===== src/rtl/core/dss_pkg.sv =====
// ----------------------------------------------------------------------------
// dss_pkg
// Shared constants and types for the dictionary substring substitution coder.
// ----------------------------------------------------------------------------
package dss_pkg;

    localparam int DEF_MAX_ENTRIES   = 32;
    localparam int DEF_MAX_ENTRY_LEN = 16;
    localparam int DEF_MAX_WORD      = 32;

    localparam int CFG_W = 6;

    localparam logic [1:0] KIND_LOAD = 2'd0;
    localparam logic [1:0] KIND_TEXT = 2'd1;
    localparam logic [1:0] KIND_EOW  = 2'd2;

    localparam logic [1:0] OUT_LIT  = 2'd0;
    localparam logic [1:0] OUT_CODE = 2'd1;
    localparam logic [1:0] OUT_SEP  = 2'd2;

    typedef struct packed {
        logic [1:0]  op;
        logic [4:0]  idx;
        logic [3:0]  cpos;
        logic [7:0]  chr;
        logic [15:0] code;
        logic        eend;
    } t_cmd;

endpackage


===== src/rtl/core/dss_fifo.sv =====
// ----------------------------------------------------------------------------
// dss_fifo
// Two-entry command queue between front and back.
// ----------------------------------------------------------------------------
module dss_fifo (
    input  logic          i_clk,
    input  logic          i_rst_n,
    input  logic          i_push,
    input  dss_pkg::t_cmd i_cmd,
    output logic          o_full,
    input  logic          i_pop,
    output logic          o_valid,
    output dss_pkg::t_cmd o_cmd
);
    import dss_pkg::*;

    t_cmd       r_slot [2];
    logic       r_wp;
    logic       r_rp;
    logic [1:0] r_cnt;
    logic       do_pop;

    assign o_full  = (r_cnt == 2'd2);
    assign o_valid = (r_cnt != 2'd0);
    assign o_cmd   = r_slot[r_rp];
    assign do_pop  = i_pop && o_valid;

    always_ff @(posedge i_clk) begin
        if (!i_rst_n) begin
            r_wp  <= 1'b0;
            r_rp  <= 1'b0;
            r_cnt <= 2'd0;
        end else begin
            if (i_push) begin
                r_wp <= !r_wp;
            end
            if (do_pop) begin
                r_rp <= !r_rp;
            end
            r_cnt <= r_cnt + 2'(i_push) - 2'(do_pop);
        end
    end

    always_ff @(posedge i_clk) begin
        if (i_push) begin
            r_slot[r_wp] <= i_cmd;
        end
    end
endmodule


===== config.mk =====
export PLATFORM = sky130hd
export DESIGN_NAME = dss_fifo
export DESIGN_NICKNAME = d
export VERILOG_FILES = /design/src/rtl/core/dss_pkg.sv /design/src/rtl/core/dss_fifo.sv
export SDC_FILE = /design/constraint.sdc
export NUM_CORES = 1
export LEC_CHECK = 0
export BUFFER_PORTS_ARGS = -buffer_cell sky130_fd_sc_hd__buf_2
export CAP_MARGIN = 20
export CORE_ASPECT_RATIO = 1.5
export CORE_MARGIN = 2
export CORE_UTILIZATION = 45
export CTS_CLUSTER_SIZE = 40
export DETAILED_ROUTE_END_ITERATION = 10
export PLACE_DENSITY = 0.69
export SETUP_SLACK_MARGIN = 0.2
export SLEW_MARGIN = 15
export SYNTH_ARGS = -nofsm -noshare
export SYNTH_HDL_FRONTEND = slang
export SYNTH_SLANG_ARGS = --single-unit

===== constraint.sdc =====
create_clock -name i_clk -period 2.6 [get_ports i_clk]
set_clock_uncertainty 0.2 [all_clocks]
set_input_delay 0.39 -clock i_clk [delete_from_list [all_inputs] [get_ports i_clk]]
set_output_delay 0.39 -clock i_clk [all_outputs]
set_load 0.01 [all_outputs]

Word-level counts from Yosys, hierarchy flattened
Memory sizes are Yosys's and may differ from the RTL's. A register that Yosys moved wholly into a read port is not among the register bits.
Cells that the tools add are included.
W data, S select, Z words.
Storage, ports and cells
  memories: 1
  bits in writable memories: 72
  register bits after elaboration: 4
  output and inout port bits: 38
Memory list
  r_slot: words 2, width 36, read ports 1, clocked after memory_dff 1, wr ports 1, RTL line dss_fifo.sv:17  | t_cmd r_slot [2];
Operators by class
  reduce and logical (&&, ||, !) cells: 4
  muxes and demuxes: 4
  add/subtract/negate cells: 2
  eq/ne operators: 1
Operators by type and width (count)
  $mux W1: 4
  $add A2 B1 Y2: 1
  $eq A2 B2 Y1 const B: 1
  $logic_not A1 Y1: 2
  $reduce_bool A2 Y1: 1
  $sub A2 B1 Y2: 1
  $logic_and A1 B1 Y1: 1

Longest topological paths before layout
  depth in word-level cells: 4
  mapped depth: 6
  depth with buffers taken out: 6

Worst setup path before layout
Ideal clock, no wire load.
  kind: input-to-reg
  start point: in i_push
  end point: mem r_slot[0][0] in the netlist's numbering (enable)
  library setup time: 0.435 ns
  stages: 1
  required time: 1.965 ns
  setup slack: -0.074 ns
  data arrival time: 2.039 ns
  cells stage by stage: nor2b_1
Between the ends
  word-level cells in the longest chain between the ends: 2
Ends and longest elaborated chain
  start, declared: RTL line dss_fifo.sv:8  | input logic i_push,
  $mux W1: RTL line dss_fifo.sv:45  | if (i_push) begin
  $mux W1 (not written as such): RTL line dss_fifo.sv:46  | r_slot[r_wp] <= i_cmd;
  end, declared: RTL line dss_fifo.sv:17
No other way between the ends.

==> flow_metrics.tcl <==
set metrics [dict create \
    outcome "completed" \
    hold-path-endpoint "r_slot[1][10]$_DFFE_PP_" \
    antennaDiodeCount 0 \
    path_max_fanout 18 \
    initial_core_util_pct 46.18 \
    cts_resized 0 \
    grt_util_all_layers_pct 13.23 \
    setup_viol_count_final 0 \
    fp-row-count 36 \
    hold_path.class "in2reg" \
    clockBufferDepth 2 \
    tightest_slew_ps 496.0 \
    place_congestion 0.6888 \
    dp_cells 289 \
    clkPwrFrac_pct 27.0 \
    cpMaxStageDelayCell "mux2_2" \
    cp.arrival_ps 1480 \
    clkSinkCount 77 \
    hold_viol 0 \
    routed-via-count 1438 \
    ctsHoldBuffers 0 \
    period_share_pct 79.64 \
    cp-start-kind "register" \
    synth_area_sq_um 2995 \
    syn_area_per_cell_sq_um 22.19 \
    overflow 0 \
    max_slew_margin_pct 66.93 \
    ant_nets 0 \
    tritoncts "done" \
    grt_pass1_vias 1469 \
    yosysSeqAreaShare_pct 75.52 \
    antenna_found_initial 0 \
    worst_slack_ps 529.5 \
    synth.area.top_cells "edfxtp_1 (72%), mux2_4 (15%), dfxtp_1 (3.3%)" \
    slew_violations 0 \
    cp_slowest_stage_delay_ps 380 \
    pre_cts_ws_ps 821.5 \
    die_h_um 103.9 \
    ioPinCount 78 \
    syn_nets 177 \
    combPwrFrac_pct 23.7 \
    numCtsBuffers 9 \
    port_buffers 77 \
    hold_depth 1 \
    die_w_um 70.62 \
    reg2reg_slack_ps 950 \
    tns_ps 0 \
    post-route-drc-count 0 \
    core_area_sq_um 6486 \
    avgViaCountPerCell 4.715 \
    synth-seq-cells 77 \
    rsz0062_at_grt "no" \
    drive_gt1_share_pct 59.39 \
    ys_warn_count 0 \
    drv_cap 0 \
    ir_drop_uv 487.7 \
    min_period_ps 2071 \
    grt_pass1_wl_um 7086 \
    pwr-share-seq_pct 49.3 \
    syn_inst 135 \
    power.internal_uw 2274 \
    grt_max_degree 38 \
    fin_nets 266 \
    final_core_util_pct 56.02 \
    die-area_sq_um 7339 \
    p_leak_uw 0.001461 \
    root_buffer "clkbuf_8" \
    cts_setup_buffers 0 \
    firstDrtPassIters 4 \
    final_cells 305 \
    ys_types 16 \
    p_per_area_nw_per_um2 826.7 \
    r2r_start "r_wp$_SDFFE_PN0P_" \
    critical_path.cell_chain "buf_4 -> mux2_2 -> buf_2" \
    dp_hpwl_um 3173 \
    min_from "i_cmd[10]" \
    switching_share_pct 24.28 \
    area_delta_synth_final_pct 21.30 \
    wl_per_cell_um 15.03 \
    drt_iter0_markers 60 \
    yosysTopAreaCell "edfxtp_1" \
    reg2reg_depth 2 \
    cp-end-kind "output pin" \
    wl_um 4583 \
    max_freq_mhz 483.0 \
    path_class "reg2out" \
    htree_levels 3 \
    cp.required_ps 2010 \
    clock_latency_ps 330 \
    rr_endpoint "r_slot[1][35]$_DFFE_PP_" \
    clkTransAtPathRegs_ps 80 \
    switchingPower_uw 729.3 \
    post-synth-top-area-fraction_pct 72.18 \
]
-- critical path: cells and delay by family, from the launching register on --
| family | cells | cell delay [ps] |
|---|---|---|
| DFF | 1 | 320 |
| buffers and inverters | 2 | 450 |
| muxes | 1 | 380 |
-- final cells by class --
class	count	area (sq um)
sequential	77	2263
clock inverter	6	53.80
multi-input combinational	52	663.1
inverter	2	7.507
clock buffer	10	127.6
timing repair buffer	82	422.9
fill	540	2853
tap	76	95.09
-- routing by layer --
metal,part of all wire (%),GRT usage [%],vias to the layer above
li1,-,-,698
met1,38,14.09,691
met2,54,22.44,45
met3,6.2,5.329,4
met4,1.1,6.469,0
met5,0,0,-
-- Yosys cell counts, drive strengths merged --
| cell | instances |
|---|---|
| and2 | 2 |
| buf | 4 |
| dfxtp | 5 |
| edfxtp | 72 |
| ha | 2 |
| inv | 2 |
| mux2 | 36 |
| mux2i | 2 |
| nand2 | 1 |
| nand2b | 1 |
| nor2b | 4 |
| o21a | 2 |
| or2 | 1 |
| xnor3 | 1 |
-- worst max-delay path by stage --
stage / startpoint / end / slack [ps] / cells past startpoint
floorplan: i_push / r_slot[0][0]$_DFFE_PP_ / 610 / 1
global placement: i_push / r_slot[1][35]$_DFFE_PP_ / 840 / 3
detailed placement: i_push / r_slot[1][26]$_DFFE_PP_ / 820 / 3
CTS: register / o_cmd[1] / 480 / 3
global route: register / o_cmd[4] / 440 / 3
finish: register / o_cmd[2] / 530 / 3
-- kinds of logic (layout without fill, tap and decap cells) --
group                      count (synthesis)  count (layout)  share of synthesized area [%]
and+or+nand+nor                            9               9                          1.796
AOI/OAI and AO/OA                          2               2                         0.5011
buffers and inverters                      6             100                          2.632
xor gates and xnor gates                   1               1                         0.7518
muxes                                     38              38                          17.96
DFF                                       77              77                          75.52
adders and majority gates                  2               2                         0.8353
-- flip-flops by register name (all words and copies together) (netlist names), named ones only --
| name | flops |
|---|---|
| r_wp | 1 |
| r_rp | 1 |
| r_slot | 72 |
| r_cnt | 2 |
-- metrics by stage --
step / hold WS (ps) / cell area (sq um) / power (uW)
floorplan: 251.6 / 2998 / 2058
global placement: 260.5 / 3452 / 2228
detailed placement: 284.7 / 3452 / 2234
CTS: 13.18 / 3633 / 3055
global route: 11.62 / 3633 / 3158
finish: 39.58 / 3633 / 3004
-- cells in the final DEF (no fill, tap or decap), types with 2 or more instances in the layout --
cell type  count
mux2_2         6
clkbuf_8       9
mux2_4        30
ha_1           2
clkinv_2       4
nor2b_1        3
buf_2         77
edfxtp_1      72
buf_4          5
mux2i_1        2
dfxtp_1        4
o21a_1         2
inv_1          2
-- power by group through the flow --
stage	Sequential, uW	Combinational, uW	Clock [uW]
4_1_cts	1480	729	845
5_1_grt	1490	772	899
6_report	1480	713	812
3_5_place_dp	1510	726	0
3_3_place_gp	1500	724	0
2_1_floorplan	1500	559	0
Note: power is estimated with default switching activity, not from simulation.
